## src/rtl/todc_pkg.sv

```systemverilog
// Shared types, codes and limits of the time-of-day clock.
`default_nettype none

package todc_pkg;

    typedef enum logic [2:0] {
        MODE_TICK   = 3'd0,
        MODE_PRESS  = 3'd1,
        MODE_RECORD = 3'd2,
        MODE_UP     = 3'd3,
        MODE_DOWN   = 3'd4,
        MODE_LOAD   = 3'd5
    } mode_t;

    typedef enum logic [2:0] {
        ADJ_NONE    = 3'd0,
        ADJ_HOUR    = 3'd1,
        ADJ_MINUTE  = 3'd2,
        ADJ_SECOND  = 3'd3,
        ADJ_YEAR    = 3'd4,
        ADJ_MONTH   = 3'd5,
        ADJ_DATE    = 3'd6,
        ADJ_WEEKDAY = 3'd7
    } adj_field_t;

    typedef enum logic [1:0] {
        SYNC_NONE  = 2'd0,
        SYNC_READ  = 2'd1,
        SYNC_WRITE = 2'd2
    } sync_t;

    localparam logic [1:0] CFG_SAMPLE_INTERVAL = 2'd0;
    localparam logic [1:0] CFG_LOG_INTERVAL    = 2'd1;
    localparam logic [1:0] CFG_RESYNC_INTERVAL = 2'd2;

    localparam logic [7:0]  SAMPLE_INTERVAL_RESET = 8'd5;
    localparam logic [7:0]  LOG_INTERVAL_RESET    = 8'd5;
    localparam logic [15:0] RESYNC_INTERVAL_RESET = 16'd120;

    localparam logic [6:0] HOUR_MAX    = 7'd23;
    localparam logic [6:0] MINUTE_MAX  = 7'd59;
    localparam logic [6:0] SECOND_MAX  = 7'd59;
    localparam logic [6:0] YEAR_MAX    = 7'd99;
    localparam logic [6:0] MONTH_MIN   = 7'd1;
    localparam logic [6:0] MONTH_MAX   = 7'd12;
    localparam logic [6:0] DATE_MIN    = 7'd1;
    localparam logic [6:0] DATE_MAX    = 7'd31;
    localparam logic [6:0] WEEKDAY_MAX = 7'd6;
    localparam logic [6:0] FIELD_MIN   = 7'd0;

    typedef struct packed {
        logic [4:0] hour;
        logic [5:0] minute;
        logic [5:0] second;
        logic [6:0] year;
        logic [3:0] month;
        logic [4:0] date;
        logic [2:0] weekday;
    } tod_t;

endpackage

`default_nettype wire

```

## src/rtl/time_of_day_clock_with_set_mode.sv

```systemverilog
// Top level of the time-of-day clock with button set mode and interval requests.
//
//  Channel  | Signals                          | Payload
//  ---------+----------------------------------+--------------------------------------
//  cfg      | cfg_valid cfg_ready cfg_index    | register index, 16-bit write data
//           | cfg_data                         |
//  s_axis   | s_tvalid s_tready s_tuser        | event code in tuser, load fields in tdata
//           | s_tdata                          |
//  m_axis   | m_tvalid m_tready m_tdata        | time, date, selector, flags, requests
//
// Each event beat yields one result beat, which is registered and comes out in the cycle after
// the event is accepted, and a new event can be taken every cycle while the output is not stalled.
// The single result register sets the rate: input is accepted while that register is
// empty or is being drained in the same cycle, so a stalled output stops the input.
// Configuration writes are always ready. Reset loads the interval defaults,
// midnight on month 1 date 1, and clears every flag and phase counter.
`default_nettype none

module time_of_day_clock_with_set_mode (
    input  wire         clk,
    input  wire         rst_n,

    input  wire         cfg_valid,
    output logic        cfg_ready,
    input  wire  [1:0]  cfg_index,
    input  wire  [15:0] cfg_data,

    input  wire         s_tvalid,
    output logic        s_tready,
    // tuser: mode[2:0]
    input  wire  [2:0]  s_tuser,
    // tdata: load_hour[4:0], load_minute[10:5], load_second[16:11], load_year[23:17],
    //        load_month[27:24], load_date[32:28], load_weekday[35:33], zero[39:36]
    input  wire  [39:0] s_tdata,

    output logic        m_tvalid,
    input  wire         m_tready,
    // tdata: hour[4:0], minute[10:5], second[16:11], year[23:17], month[27:24],
    //        date[32:28], weekday[35:33], adjust_field[38:36], recording[39],
    //        sample_request[40], log_request[41], sync_request[43:42], zero[47:44]
    output logic [47:0] m_tdata
);
    import todc_pkg::*;

    logic [7:0]  sample_interval_reg;
    logic [7:0]  log_interval_reg;
    logic [15:0] resync_interval_reg;

    tod_t        tod_reg, tod_next;
    adj_field_t  adjust_reg, adjust_next;
    logic        recording_reg, recording_next;
    logic        write_pending_reg, write_pending_next;
    logic [7:0]  sample_phase_reg, sample_phase_next;
    logic [7:0]  log_phase_reg, log_phase_next;
    logic [15:0] resync_phase_reg, resync_phase_next;

    logic        out_valid_reg;
    logic [43:0] out_data_reg, out_data_next;

    logic        in_beat;
    mode_t       mode;
    tod_t        load_tod;
    tod_t        adj_tod;
    logic        adj_mark;
    tod_t        adv_tod;

    logic [7:0]  sample_inc, log_inc;
    logic [15:0] resync_inc;
    logic        sample_hit, log_hit, resync_hit;
    logic [6:0]  sec_inc, min_inc, hour_inc;
    logic        sreq, lreq, read_req;
    sync_t       sync_code;

    assign cfg_ready = 1'b1;
    assign s_tready  = !out_valid_reg || m_tready;
    assign in_beat   = s_tvalid && s_tready;
    assign m_tvalid  = out_valid_reg;
    assign m_tdata   = {4'b0000, out_data_reg};

    assign mode = mode_t'(s_tuser);

    assign load_tod.hour    = s_tdata[4:0];
    assign load_tod.minute  = s_tdata[10:5];
    assign load_tod.second  = s_tdata[16:11];
    assign load_tod.year    = s_tdata[23:17];
    assign load_tod.month   = s_tdata[27:24];
    assign load_tod.date    = s_tdata[32:28];
    assign load_tod.weekday = s_tdata[35:33];

    todc_field_adjust u_adjust (
        .sel        (adjust_reg),
        .up         (mode == MODE_UP),
        .tod_in     (tod_reg),
        .tod_out    (adj_tod),
        .mark_write (adj_mark)
    );

    // A phase counter fires when the incremented count reaches the interval or wraps;
    // an interval of zero therefore fires on every tick.
    assign sample_inc = sample_phase_reg + 8'd1;
    assign log_inc    = log_phase_reg + 8'd1;
    assign resync_inc = resync_phase_reg + 16'd1;
    assign sample_hit = (sample_inc == 8'd0) || (sample_inc >= sample_interval_reg);
    assign log_hit    = (log_inc == 8'd0) || (log_inc >= log_interval_reg);
    assign resync_hit = (resync_inc == 16'd0) || (resync_inc >= resync_interval_reg);

    // Seconds, minutes and hours carry; the date does not.
    always_comb
    begin
        adv_tod  = tod_reg;
        sec_inc  = {1'b0, tod_reg.second} + 7'd1;
        min_inc  = {1'b0, tod_reg.minute} + 7'd1;
        hour_inc = {2'b00, tod_reg.hour} + 7'd1;
        if (sec_inc > SECOND_MAX)
        begin
            adv_tod.second = 6'd0;
            if (min_inc > MINUTE_MAX)
            begin
                adv_tod.minute = 6'd0;
                adv_tod.hour   = (hour_inc > HOUR_MAX) ? 5'd0 : hour_inc[4:0];
            end
            else
            begin
                adv_tod.minute = min_inc[5:0];
            end
        end
        else
        begin
            adv_tod.second = sec_inc[5:0];
        end
    end

    always_comb
    begin
        tod_next           = tod_reg;
        adjust_next        = adjust_reg;
        recording_next     = recording_reg;
        write_pending_next = write_pending_reg;
        sample_phase_next  = sample_phase_reg;
        log_phase_next     = log_phase_reg;
        resync_phase_next  = resync_phase_reg;
        sreq               = 1'b0;
        lreq               = 1'b0;
        read_req           = 1'b0;
        sync_code          = SYNC_NONE;

        case (mode)
            MODE_TICK:
            begin
                sample_phase_next = sample_hit ? 8'd0 : sample_inc;
                log_phase_next    = log_hit ? 8'd0 : log_inc;
                resync_phase_next = resync_hit ? 16'd0 : resync_inc;
                sreq              = sample_hit;
                lreq              = log_hit && recording_reg;
                if (adjust_reg == ADJ_NONE)
                begin
                    if (resync_hit)
                        read_req = 1'b1;
                    else
                        tod_next = adv_tod;
                end
            end
            MODE_PRESS:
            begin
                adjust_next = adj_field_t'(adjust_reg + 3'd1);
            end
            MODE_RECORD:
            begin
                recording_next = !recording_reg;
            end
            MODE_UP, MODE_DOWN:
            begin
                tod_next = adj_tod;
                if (adj_mark)
                    write_pending_next = 1'b1;
            end
            MODE_LOAD:
            begin
                tod_next = load_tod;
            end
            default:
            begin
                tod_next = tod_reg;
            end
        endcase

        // A due write wins over a read falling on the same event.
        if (write_pending_next && adjust_next == ADJ_NONE)
        begin
            sync_code          = SYNC_WRITE;
            write_pending_next = 1'b0;
        end
        else if (read_req)
        begin
            sync_code = SYNC_READ;
        end

        out_data_next = {sync_code, lreq, sreq, recording_next, adjust_next,
                         tod_next.weekday, tod_next.date, tod_next.month, tod_next.year,
                         tod_next.second, tod_next.minute, tod_next.hour};
    end

    always_ff @(posedge clk or negedge rst_n)
    begin
        if (!rst_n)
        begin
            sample_interval_reg <= SAMPLE_INTERVAL_RESET;
            log_interval_reg    <= LOG_INTERVAL_RESET;
            resync_interval_reg <= RESYNC_INTERVAL_RESET;
        end
        else if (cfg_valid && cfg_ready)
        begin
            case (cfg_index)
                CFG_SAMPLE_INTERVAL: sample_interval_reg <= cfg_data[7:0];
                CFG_LOG_INTERVAL:    log_interval_reg    <= cfg_data[7:0];
                CFG_RESYNC_INTERVAL: resync_interval_reg <= cfg_data;
                default:             sample_interval_reg <= sample_interval_reg;
            endcase
        end
    end

    always_ff @(posedge clk or negedge rst_n)
    begin
        if (!rst_n)
        begin
            tod_reg           <= '{hour: 5'd0, minute: 6'd0, second: 6'd0, year: 7'd0,
                                   month: 4'd1, date: 5'd1, weekday: 3'd0};
            adjust_reg        <= ADJ_NONE;
            recording_reg     <= 1'b0;
            write_pending_reg <= 1'b0;
            sample_phase_reg  <= 8'd0;
            log_phase_reg     <= 8'd0;
            resync_phase_reg  <= 16'd0;
            out_valid_reg     <= 1'b0;
        end
        else
        begin
            if (in_beat)
            begin
                tod_reg           <= tod_next;
                adjust_reg        <= adjust_next;
                recording_reg     <= recording_next;
                write_pending_reg <= write_pending_next;
                sample_phase_reg  <= sample_phase_next;
                log_phase_reg     <= log_phase_next;
                resync_phase_reg  <= resync_phase_next;
            end
            if (in_beat)
                out_valid_reg <= 1'b1;
            else if (m_tready)
                out_valid_reg <= 1'b0;
        end
    end

    always_ff @(posedge clk)
    begin
        if (in_beat)
            out_data_reg <= out_data_next;
    end

endmodule

`default_nettype wire

```

## src/rtl/todc_field_adjust.sv

```systemverilog
// Up/down wrap of the time or date field picked by the adjust selector.
`default_nettype none

module todc_field_adjust (
    input  wire todc_pkg::adj_field_t sel,
    input  wire                       up,
    input  wire todc_pkg::tod_t       tod_in,
    output todc_pkg::tod_t            tod_out,
    output logic                      mark_write
);
    import todc_pkg::*;

    function automatic logic [6:0] wrap_step(input logic dir_up, input logic [6:0] v,
                                             input logic [6:0] lo, input logic [6:0] hi);
        logic [6:0] r;
        if (dir_up) begin
            if (v >= hi || v < lo)
                r = lo;
            else
                r = v + 7'd1;
        end
        else begin
            if (v <= lo || v > hi)
                r = hi;
            else
                r = v - 7'd1;
        end
        return r;
    endfunction

    logic [6:0] step_val;

    always_comb
    begin
        tod_out  = tod_in;
        step_val = 7'd0;
        case (sel)
            ADJ_HOUR:
            begin
                step_val = wrap_step(up, {2'b00, tod_in.hour}, FIELD_MIN, HOUR_MAX);
                tod_out.hour = step_val[4:0];
            end
            ADJ_MINUTE:
            begin
                step_val = wrap_step(up, {1'b0, tod_in.minute}, FIELD_MIN, MINUTE_MAX);
                tod_out.minute = step_val[5:0];
            end
            ADJ_SECOND:
            begin
                step_val = wrap_step(up, {1'b0, tod_in.second}, FIELD_MIN, SECOND_MAX);
                tod_out.second = step_val[5:0];
            end
            ADJ_YEAR:
            begin
                step_val = wrap_step(up, tod_in.year, FIELD_MIN, YEAR_MAX);
                tod_out.year = step_val;
            end
            ADJ_MONTH:
            begin
                step_val = wrap_step(up, {3'b000, tod_in.month}, MONTH_MIN, MONTH_MAX);
                tod_out.month = step_val[3:0];
            end
            ADJ_DATE:
            begin
                step_val = wrap_step(up, {2'b00, tod_in.date}, DATE_MIN, DATE_MAX);
                tod_out.date = step_val[4:0];
            end
            ADJ_WEEKDAY:
            begin
                step_val = wrap_step(up, {4'b0000, tod_in.weekday}, FIELD_MIN, WEEKDAY_MAX);
                tod_out.weekday = step_val[2:0];
            end
            default:
            begin
                tod_out = tod_in;
            end
        endcase
    end

    assign mark_write = (sel != ADJ_NONE);

endmodule

`default_nettype wire
```

## config.mk

```make
export PLATFORM = sky130hd
export DESIGN_NAME = time_of_day_clock_with_set_mode
export DESIGN_NICKNAME = d
export VERILOG_FILES = /design/src/rtl/todc_pkg.sv /design/src/rtl/time_of_day_clock_with_set_mode.sv /design/src/rtl/todc_field_adjust.sv
export SDC_FILE = /design/constraint.sdc
export NUM_CORES = 1
export LEC_CHECK = 0
export ABC_AREA = 1
export BUFFER_PORTS_ARGS = -buffer_cell sky130_fd_sc_hd__buf_2
export CAP_MARGIN = 20
export CORE_UTILIZATION = 50
export CTS_CLUSTER_SIZE = 16
export DETAILED_ROUTE_END_ITERATION = 6
export MAX_ROUTING_LAYER = met4
export PLACE_DENSITY = 0.82
export SETUP_SLACK_MARGIN = 0.1
export SYNTH_ARGS = -nofsm -noshare
export SYNTH_HDL_FRONTEND = slang
export SYNTH_SLANG_ARGS = --single-unit
```

## constraint.sdc

```tcl
create_clock -name clk -period 5.46 [get_ports clk]
set_input_delay 0.273 -clock clk [delete_from_list [all_inputs] [get_ports clk]]
set_output_delay 0.273 -clock clk [all_outputs]
set_load 0.005 [all_outputs]
```

==> metrics.md, run 1 <==
| Metric | Value |
|---|---|
| Cell Chain, Critical Path | ha_1 -> nand2_1 -> nor2_1 -> nand3_1 -> nand2_1 -> nand2_1 -> inv_1 -> ha_1 -> nand2_1 -> o21ai_0 -> a21oi_1 -> nand2_1 -> nor2_1 -> nand2_2 -> nor2_2 -> nand2_1 -> nand3_1 -> nand4_1 |
| Post-Syn Area per Cell | 7.47 sq um |
| FMAX | between 0.2 and 0.3 GHz |
| Main area contributors after synthesis | dfrtp_1 23%, edfxtp_1 13%, nand2_1 13% |
| Layout Cells excl Fill | approximately 1700 |
| RSZ-0062 raised after global routing | false |
| Routed length on met2 | between 10000 and 15000 microns |
| Area delta synth->final | 12.3% |
| Commonest non-fill, non-tap cell in the layout | nand2_1 |
| Worst-path fanout max | 12 |
| Clock latency on the worst-skew pair | approximately 0.43 ns |
| DR WL met3 | around 1500 microns |
| Total track usage | 0.259 |
| CTS sink cnt | 150 |
| Nets@finish | 1596 |
| GRT overflow | 0 |
| Vias in the first global route | 9139 |
| P per Cell Area | 427 nW/um^2 |
| Post-Synthesis Cells | between 1000 and 1500 |
| Crit-path max cell delay | 0.44 ns |
| Slew Limit Fails | 0 |
| Clk slew on worst S/H paths | roughly 0.070 ns |
| Initial antenna violation count | 0 |
| Drt first-iter violations | about 900 |
| Initial DRT Pass Iterations | 6 |
| Flip-flop and latch area | roughly 4000 sq um |
| Top Metal Used | met4 |
| Die Y | between 100 and 150 microns |
| Layout Skew | 0.00881 ns |
| Slew @ Worst Pin | ~1.1 ns |
| Vias | slightly below 10000 |
| Startpoint types | flop |
| Finish-stage setup viols | 0 |
| Routability cong. | about 0.96 |
| Routed len/inst | 14.7 microns |
| Dpl hpwl | about 18000 microns |
| Arr. time, crit path | between 3 and 4 ns |
| Area of the multi-input gates | 5390 sq um |
| Root buf cell | clkbuf_16 |
| Port bufs | 107 |
| EDFF count, synth | 44 |
| Initial core utilization | 0.510 |
| Vias per cell | roughly 5.5 |
| Rel. slew slack | 0.244 |
| Main flop type after synthesis | dfrtp_1 |
| Global-route wire length before repair | 43300 microns |
| Sequential area share after synthesis | 0.386 |
| # rows | 52 |
| CP endpoint kind | flop |
| Status | complete, no violations |
| YS warnings | 0 |
| Synth top area share | 0.233 |
| Fillcell total | 1825 |
| Final hold violation count | 0 |
| Overall die area | ~21000 sq um |
| #FFs+latches synth | 150 |
| Cell taking the most area after synthesis | dfrtp_1 |
| DR DRC count | 0 |
| # IOs | roughly 120 |
| H-tree levels | 4 |
| Leakage | 0.00568 uW |
| CP most frequent cell | nand2_1 |
| Hold/Removal Path Class | input port to flop |
| Cell Area, Synth | between 10000 and 15000 sq um |
| Post-DRT Antenna Nets | 0 |
| CTS Buffer Depth | 2 |
| Max Cap Viol | 0 |
| Largest net degree at the start of global routing | 80 |
| Asr flop ratio synth | 0.707 |
| Cell Area, Placed | 11000 sq um |
| Number of distinct library cells after synthesis | 52 |
| Delay-heaviest family, CP | simple AND/OR/NAND/NOR gates |
| Share of layout cells above drive strength 1 | 0.123 |
| Critical path buffers and inverters | 1 |
| WL met1 | between 10000 and 15000 microns |
| Crit path kind | flop to flop |
| Total negative setup slack | 0 ns |
| Most frequent cells in the layout | 349 x nand2_1, 176 x inv_1, 152 x o21ai_0 |
| Post-route cell area | around 12000 sq um |
| Num CTS Buffers | 17 |
| Ant diodes | 0 |
| Core Region | slightly above 20000 sq um |
| Max reg flops | between 40 and 50 |
| Period Utilization, post-route | 0.672 |
| Min Tclk post-route | 3.67 ns |
| Placed cells | 1715 |
| CTS tree | done |
| Max IR drop VDD | 0.000257 V |
| Critical-path top delay cell | nor2_2 |
| Overall die width | ~150 microns |
| Post-Route WL | about 26000 microns |
| CP Data Required Time | around 5.6 ns |
-- stage by stage --
stage	setup WS, ns	hold slack (ns)	util	power, uW
3_3_place_gp	2.01	0.396	0.543	3640
5_1_grt	1.45	0.120	0.573	5360
4_1_cts	1.84	0.0843	0.573	4940
2_1_floorplan	2.73	-0.0226	-	3220
3_5_place_dp	1.89	0.405	0.543	3710
6_report	1.79	0.0858	0.573	4950
-- worst min-delay path: stages --
cell and delay [ns]:
buf_2 0.07, nor2_1 0.03, a21oi_1 0.10
-- cell families after synthesis --
family	after synthesis	share of synthesized area
AND/OR/NAND/NOR	589	0.243
buffers and inverters	234	0.0939
adder cells (fa/ha/maj)	65	0.0787
other	2	0.000727
XOR/XNOR	30	0.0254
AO/OA/AOI/OAI	311	0.172
flip-flops	150	0.386
multiplexers	1	0.000969
-- worst paths after layout --
check | start | end | slack [ns] | cells past startpoint
setup reg to reg | resync_phase_reg[0] | out_data_reg[1] | 1.79 | 18
hold / removal | cfg_data[8] | resync_interval_reg[8] | 0.09 | 3
min in group asynchronous | rst_n | sample_interval_reg[7] | 0.45 | 2
max in group asynchronous | rst_n | adv_tod[10] | 3.86 | 3
hold reg to reg | resync_interval_reg[2] | resync_interval_reg[2] | 0.49 | 2
setup / recovery | resync_phase_reg[0] | out_data_reg[1] | 1.79 | 18
-- layout make-up --
class                   instances  area share
multi-input cells            1001       0.465
flip-flops and latches        150       0.344
inverters                     179      0.0580
repair buffers                116      0.0524
clock buffers                  18      0.0388
well taps                     270      0.0291
clock inverters                14      0.0134
-- what timing repair did --
item	in CTS	in global routing
hold buffers	1	0
buffers inserted	0	0
resized for setup	0	0
endpoints found under the hold margin	50	0
-- cell usage after synthesis (7+ instances only) --
cell / number
xor2_1: 26
ha_1: 65
o211ai_1: 7
o22ai_1: 10
nand2_1: 349
a21oi_1: 78
nor2_1: 85
clkbuf_1: 28
inv_1: 176
nor3_1: 14
a22o_1: 9
nand4_1: 22
nand3_1: 91
a22oi_1: 17
dfrtp_1: 96
edfxtp_1: 44
dfstp_2: 10
o21ai_0: 152
buf_2: 11
-- layer usage --
metal,GRT usage,vias up
met4,0.106,0
met1,0.326,4492
met5,-,-
li1,-,4779
met3,0.0395,52
met2,0.417,349
-- report_power, final --
part           internal [uW]  total (uW)  switching [uW]  leakage, uW
clock network            677        1220             542     0.000302
registers               1460        1770             304      0.00175
logic                    732        1960            1230      0.00363
total                   2870        4950            2080      0.00568
Note: power is estimated with default switching activity, not from simulation.
==> run 2: changes to the inputs <==
--- a/config.mk
+++ b/config.mk
@@ -12,7 +12,7 @@
 export CTS_CLUSTER_SIZE = 16
 export DETAILED_ROUTE_END_ITERATION = 6
 export MAX_ROUTING_LAYER = met4
-export PLACE_DENSITY = 0.82
+export PLACE_DENSITY = 0.85
 export SETUP_SLACK_MARGIN = 0.1
 export SYNTH_ARGS = -nofsm -noshare
 export SYNTH_HDL_FRONTEND = slang
==> constraint.sdc (replaced) <==
create_clock -name clk -period 3 [get_ports clk]
set_input_delay 0.15 -clock clk [delete_from_list [all_inputs] [get_ports clk]]
set_output_delay 0.15 -clock clk [all_outputs]
set_load 0.005 [all_outputs]
==> run 2 against run 1 <==
  * The run now ends with setup timing left
  * Count of clock-buffer cells in the layout is 1 higher
  * Non-clock buffer count is 69 higher
  * Fmax is 22% higher
==> metrics.md, run 2 (synthesis results as in run 1) <==
| Metric | Value |
|---|---|
| Share of layout cells above drive strength 1 | 0.220 (was 0.123) |
| Reg power frac | 0.324 (was 0.357) |
| Global-route wire length before repair | 45800 microns (was 43300 microns) |
| P per Cell Area | 783 nW/um^2 (was 427 nW/um^2) |
| Min Tclk post-route | 3.00 ns (was 3.67 ns) |
| Num CTS Buffers | 17 (unchanged) |
| FMAX | 0.333 GHz (was 0.273 GHz) |
| Max Cap Viol | 0 (unchanged) |
| Rel. slew slack | 0.280 (was 0.244) |
| Layout Cells excl Fill | 1819 (was 1748) |
| Vias | 10308 (was 9672) |
| R2r endpoint | out_data_reg[6] (was out_data_reg[1]) |
| Fin worst setup slack | -0.00311 ns (was 1.79 ns) |
| Area delta synth->final | 23.3% (was 12.3%) |
| Commonest non-fill, non-tap cell in the layout | nand2_1 (unchanged) |
| H-tree levels | 4 (unchanged) |
| Max IR drop VDD | 0.000422 V (was 0.000257 V) |
| Largest net degree at the start of global routing | 58 (was 80) |
| Hold/Removal Path Class | input port to flop (unchanged) |
| Post-Route WL | 29400 microns (was 25700 microns) |
| Leakage | 0.00614 uW (was 0.00568 uW) |
| Core Region | 20200 sq um (unchanged) |
| Status | finished, violations left (was complete, no violations) |
| Period Utilization, post-route | 1.00 (was 0.672) |
| Final hold violation count | 0 (unchanged) |
| Initial core utilization | 0.510 (unchanged) |
| Routed len/inst | 16.1 microns (was 14.7 microns) |
| Fillcell total | 1653 (was 1825) |
| CTS tree | done (unchanged) |
| Worst setup path endpoint | out_data_reg[6] (was out_data_reg[1]) |
| Initial antenna violation count | 1 (was 0) |
| Layout Utilization | 0.629 (was 0.573) |
| Layout Skew | 0.0111 ns (was 0.00881 ns) |
| Crit path kind | flop to flop (unchanged) |
| Port bufs | 107 (unchanged) |
| Power share of the combinational group | 0.460 (was 0.397) |
| Worst-path fanout max | 7 (was 12) |
| Clock power frac | 0.215 (was 0.246) |
| Hold_ws | 0.0156 ns (was 0.0858 ns) |
| Root buf cell | clkbuf_16 (unchanged) |
| Arr. time, crit path | 3.16 ns (was 3.83 ns) |
| Post-DRT Antenna Nets | 0 (unchanged) |
| CP Data Required Time | 3.15 ns (was 5.62 ns) |
| Most frequent cells in the layout | 318 x nand2_1, 168 x inv_1, 145 x o21ai_0 (was 349 x nand2_1, 176 x inv_1, 152 x o21ai_0) |
| Startpoint types | flop (unchanged) |
| Vias in the first global route | 9442 (was 9139) |
| Finish-stage setup viols | 1 (was 0) |
| R2R depth | 19 (was 18) |
| Placed cells | 1755 (was 1715) |
| # IOs | 117 (unchanged) |
| Max reg flops | 44 (unchanged) |
| CTS Buffer Depth | 2 (unchanged) |
| Crit path from | resync_phase_reg[1] (was resync_phase_reg[0]) |
| Drt first-iter violations | 910 (was 914) |
| Overall die width | 146 microns (unchanged) |
| RSZ-0062 raised after global routing | true (was false) |
| Slew @ Worst Pin | 1.08 ns (was 1.13 ns) |
| Overall die area | 21200 sq um (unchanged) |
| Count of cells along the worst hold path | 3 (unchanged) |
| Violated checks | setup timing |
| Worst R2R Setup Slack | -0.003 ns (was 1.79 ns) |
| CTS sink cnt | 150 (unchanged) |
| Slew Limit Fails | 0 (unchanged) |
| Initial DRT Pass Iterations | 6 (unchanged) |
| Sw frac | 0.430 (was 0.420) |
| Vias per cell | 5.67 (was 5.53) |
| Sw Pwr | 4280 uW (was 2080 uW) |
| P_int | 5690 uW (was 2870 uW) |
| Die Y | 146 microns (unchanged) |
| Dpl hpwl | 19200 microns (was 18100 microns) |
| GRT overflow | 0 (unchanged) |
| DR DRC count | 0 (unchanged) |
| # rows | 52 (unchanged) |
| Clk slew on worst S/H paths | 0.08 ns (was 0.07 ns) |
| Reg-to-reg startpoint | resync_phase_reg[1] (was resync_phase_reg[0]) |
| CP endpoint kind | flop (unchanged) |
| Total track usage | 0.273 (was 0.259) |
| Clock latency on the worst-skew pair | 0.43 ns (about the same) |
| Routability cong. | 0.947 (was 0.956) |
| Nets@finish | 1666 (was 1596) |
run 2: cell types whose count changed in the layout (fill, tap and decap cells not counted), sizes merged, moves of 2 or more:
cell,delta
clkbuf,+2
buf,+59
clkinv,-3
inv,+3
dlygate4sd3,+9
run 2: timing repair:
item                                   4_1_cts  5_1_grt
setup buffers                               12        7
endpoints found under the hold margin       59        0
hold buffers                                10        0
resized for setup                           32      106
pin swaps                                   21       49
gates cloned                                 1        1
setup endpoints to repair                   44       59
run 2: layout make-up:
type / count / area, sq um / area share
tap: 270 / 338 / 0.0265
timing repair buffer: 185 / 1230 / 0.0966
multi-input combinational: 1002 / 5920 / 0.465
inverter: 179 / 673 / 0.0529
antenna: 1 / 2.50 / 0.000197
sequential: 150 / 3990 / 0.313
clock buffer: 19 / 453 / 0.0356
clock inverter: 13 / 124 / 0.00973
run 2: how the worst min path moves through the flow:
stage	to	slack, ns	from
after floorplan	adjust_reg[0]	-0.15	rst_n
after global placement	sample_interval_reg[4]	0.28	rst_n
after detailed placement	sample_interval_reg[7]	0.29	rst_n
after CTS	log_interval_reg[0]	0.008	cfg_data[0]
after global routing	sample_interval_reg[2]	0.03	cfg_data[2]
final	sample_interval_reg[2]	0.02	cfg_data[2]
run 2: metal layers:
metal / vias to the layer above / part of all wire / global-route usage
met5: - / 0 / -
li1: 4921 / - / -
met3: 94 / 0.066 / 0.0401
met1: 4829 / 0.42 / 0.345
met4: 0 / 0.032 / 0.106
met2: 464 / 0.48 / 0.444
run 2: metrics by stage:
step / setup slack, ns / power [uW] / setup TNS (ns) / cell area [sq um]
finish: -0.00311 / 9970 / -0.00311 / 12700
global route: -0.178 / 10700 / -3.87 / 12700
CTS: 0.0701 / 9430 / 0 / 12200
detailed placement: -0.115 / 7040 / -2.41 / 11300
global placement: 0.00379 / 6890 / 0 / 11300
floorplan: 0.275 / 5860 / 0 / 10300
run 2: power groups by stage:
stage / registers [uW] / logic [uW] / clock network (uW)
global placement: 3190 / 3690 / 0
detailed placement: 3200 / 3840 / 0
global route: 3290 / 5130 / 2240
floorplan: 3020 / 2850 / 0
finish: 3230 / 4590 / 2150
CTS: 3180 / 4070 / 2170
run 2: critical path, cell delays in order, from the launching register on:
cell	delay, ns
dfrtp_2	0.44
nand2_2	0.08
nor2_4	0.18
buf_6	0.14
nand3_1	0.08
nand2_1	0.15
inv_1	0.09
ha_4	0.23
a21oi_2	0.14
o21a_1	0.13
nand2_1	0.07
nand2_2	0.08
nand3b_1	0.10
buf_6	0.15
nor2_4	0.22
nand2_1	0.07
o21ai_0	0.08
nand2_1	0.07
nand2_1	0.08
nand3_1	0.11
==> run 3: changes to the inputs <==
--- a/config.mk
+++ b/config.mk
@@ -8,11 +8,12 @@
 export ABC_AREA = 1
 export BUFFER_PORTS_ARGS = -buffer_cell sky130_fd_sc_hd__buf_2
 export CAP_MARGIN = 20
-export CORE_UTILIZATION = 50
-export CTS_CLUSTER_SIZE = 16
+export CORE_UTILIZATION = 54
+export CTS_CLUSTER_SIZE = 10
 export DETAILED_ROUTE_END_ITERATION = 6
 export MAX_ROUTING_LAYER = met4
-export PLACE_DENSITY = 0.85
+export PLACE_DENSITY = 0.89
+export REMOVE_ABC_BUFFERS = 1
 export SETUP_SLACK_MARGIN = 0.1
 export SYNTH_ARGS = -nofsm -noshare
 export SYNTH_HDL_FRONTEND = slang
==> run 3 against run 2 <==
  * The flow finishes with violations (DRC, hold timing, setup timing)
  * Total power up 2.6%
  * Core utilization up 4.6 points
  * Non-clock buffer count up 10
  * Final area down 0.81%
  * Die area down 7.3%
  * Combinational power up 5.7%
  * Global-route usage up 4.0 points
==> metrics.md, run 3 (synthesis results as in run 1) <==
| Metric | Value |
|---|---|
| Initial antenna violation count | 0 (was 1) |
| Worst-path fanout max | 5 (was 7) |
| Min Tclk post-route | 3.64 ns (was 3.00 ns) |
| H-tree levels | 4 (unchanged) |
| Nets@finish | 1675 (was 1666) |
| Crit path kind | flop to flop (unchanged) |
| Rel. slew slack | 0.258 (was 0.280) |
| Post-DRT Antenna Nets | 0 (unchanged) |
| GRT overflow | 0 (unchanged) |
| Layout Cells excl Fill | 1791 (was 1819) |
| # IOs | 117 (unchanged) |
| Core Region | 18700 sq um (was 20200 sq um) |
| Port bufs | 107 (unchanged) |
| Initial core utilization | 0.552 (was 0.510) |
| Leakage | 0.00617 uW (was 0.00614 uW) |
| Clock latency on the worst-skew pair | 0.44 ns (was 0.43 ns) |
| Dpl hpwl | 20000 microns (was 19200 microns) |
| Max IR drop VDD | 0.000535 V (was 0.000422 V) |
| Root buf cell | clkbuf_16 (unchanged) |
| CP endpoint kind | flop (unchanged) |
| CTS Buffer Depth | 2 (unchanged) |
| Area delta synth->final | 22.3% (was 23.3%) |
| Vias in the first global route | 9943 (was 9442) |
| Initial DRT Pass Iterations | 7 (was 6) |
| Total negative setup slack | -24.21 ns (was -0.00311 ns) |
| Startpoint types | flop (unchanged) |
| Placed cells | 1726 (was 1755) |
| Slew Limit Fails | 0 (unchanged) |
| Num CTS Buffers | 17 (unchanged) |
| Largest net degree at the start of global routing | 45 (was 58) |
| Routed len/inst | 18.5 microns (was 16.1 microns) |
| P per Cell Area | 810 nW/um^2 (was 783 nW/um^2) |
| Violated checks | DRC, hold timing, setup timing (was setup timing) |
| Post-Route WL | 33100 microns (was 29400 microns) |
| Max Cap Viol | 0 (unchanged) |
| Final hold violation count | 1 (was 0) |
| Overall die area | 19700 sq um (was 21200 sq um) |
| DR DRC count | 2 (was 0) |
| Area of the multi-input gates | 5770 sq um (was 5920 sq um) |
| Flip-flop and latch area | 3990 sq um (about the same) |
| Drt first-iter violations | 1324 (was 910) |
| Hold_ws | -0.00106 ns (was 0.0156 ns) |
| Slew @ Worst Pin | 1.11 ns (was 1.08 ns) |
| Global-route wire length before repair | 47800 microns (was 45800 microns) |
| Share of layout cells above drive strength 1 | 0.208 (was 0.220) |
| Clk slew on worst S/H paths | 0.07 ns (was 0.08 ns) |
| Total track usage | 0.314 (was 0.273) |
| Period Utilization, post-route | 1.21 (was 1.00) |
| Status | finished, violations left (unchanged) |
| Max reg flops | 44 (unchanged) |
| # rows | 50 (was 52) |
| CP Data Required Time | 3.17 ns (was 3.15 ns) |
| Layout Skew | 0.00789 ns (was 0.0111 ns) |
| Most frequent cells in the layout | 329 x nand2_1, 169 x inv_1, 144 x o21ai_0 (was 318 x nand2_1, 168 x inv_1, 145 x o21ai_0) |
| Commonest non-fill, non-tap cell in the layout | nand2_1 (unchanged) |
| Placement Setup Slack | -0.180 ns (was -0.115 ns) |
| Hold/Removal Path Class | input port to flop (unchanged) |
| Ant diodes | 0 (was 1) |
| FMAX | 0.275 GHz (was 0.333 GHz) |
| Vias | 10876 (was 10308) |
| Overall die width | 140 microns (was 146 microns) |
| Die Y | 140 microns (was 146 microns) |
| CTS sink cnt | 150 (unchanged) |
| CTS tree | done (unchanged) |
| RSZ-0062 raised after global routing | true (unchanged) |
| Finish-stage setup viols | 51 (was 1) |
| Layout Utilization | 0.675 (was 0.629) |
| Fillcell total | 1475 (was 1653) |
| Arr. time, crit path | 3.81 ns (was 3.16 ns) |
| Routability cong. | 0.959 (was 0.947) |
| Fin worst setup slack | -0.641 ns (was -0.00311 ns) |
| Vias per cell | 6.07 (was 5.67) |
-- run 3: final timing paths --
kind	from	cells after the start	slack, ns	end
max	resync_phase_reg[1]	21	-0.64	out_data_reg[9]
max in group asynchronous	rst_n	3	1.92	adv_tod[8]
min reg2reg	sample_interval_reg[4]	2	0.49	sample_interval_reg[4]
min	cfg_data[3]	3	-0.001	resync_interval_reg[3]
min in group asynchronous	rst_n	2	0.28	sample_interval_reg[5]
max reg2reg	resync_phase_reg[1]	21	-0.64	out_data_reg[9]
-- run 3: metal layers --
layer,up-vias,GRT usage,part of all wire
li1,4939,-,-
met5,-,-,0
met4,0,0.117,0.050
met3,158,0.0438,0.10
met1,5089,0.395,0.38
met2,690,0.514,0.47
-- run 3: worst max-delay path, stage by stage, from the launching register on --
cell and delay, ns:
dfrtp_2 0.46, ha_4 0.20, nand2_4 0.11, nor2_4 0.06
nand3_1 0.10, nand2_1 0.09, nand2_1 0.12, inv_2 0.07
ha_4 0.31, nand2_2 0.10, nor2_4 0.16, nand2_2 0.10
buf_12 0.15, nor4_4 0.39, nand3b_1 0.27, nor2_4 0.11
buf_4 0.15, buf_6 0.11, o21ai_2 0.10, nand2_1 0.06
nand2_1 0.08, nand3_2 0.07
-- run 3: power breakdown --
part	internal, uW	leakage [uW]	switching (uW)
combinational	1910	0.00414	2940
sequential	2670	0.00174	573
clock	1180	0.000291	960
-- run 3: area by class of cell --
class,count,area share
clock buffer,20,0.0379
inverter,179,0.0537
clock inverter,12,0.00802
timing repair buffer,195,0.104
sequential,150,0.316
multi-input combinational,1001,0.457
tap,234,0.0232
-- run 3: timing repair --
action	CTS	global route
setup endpoints to repair	45	65
pin swaps	19	32
hold endpoints to repair	48	0
setup buffers	10	13
resized for setup	29	81
hold buffers	10	0
cloned	0	0
-- run 3: metrics by stage --
step / instance area (sq um) / total power, uW
6_report: 12600 / 10200
3_3_place_gp: 11300 / 6980
4_1_cts: 12200 / 9480
2_1_floorplan: 10000 / 5770
3_5_place_dp: 11300 / 7150
5_1_grt: 12600 / 10800
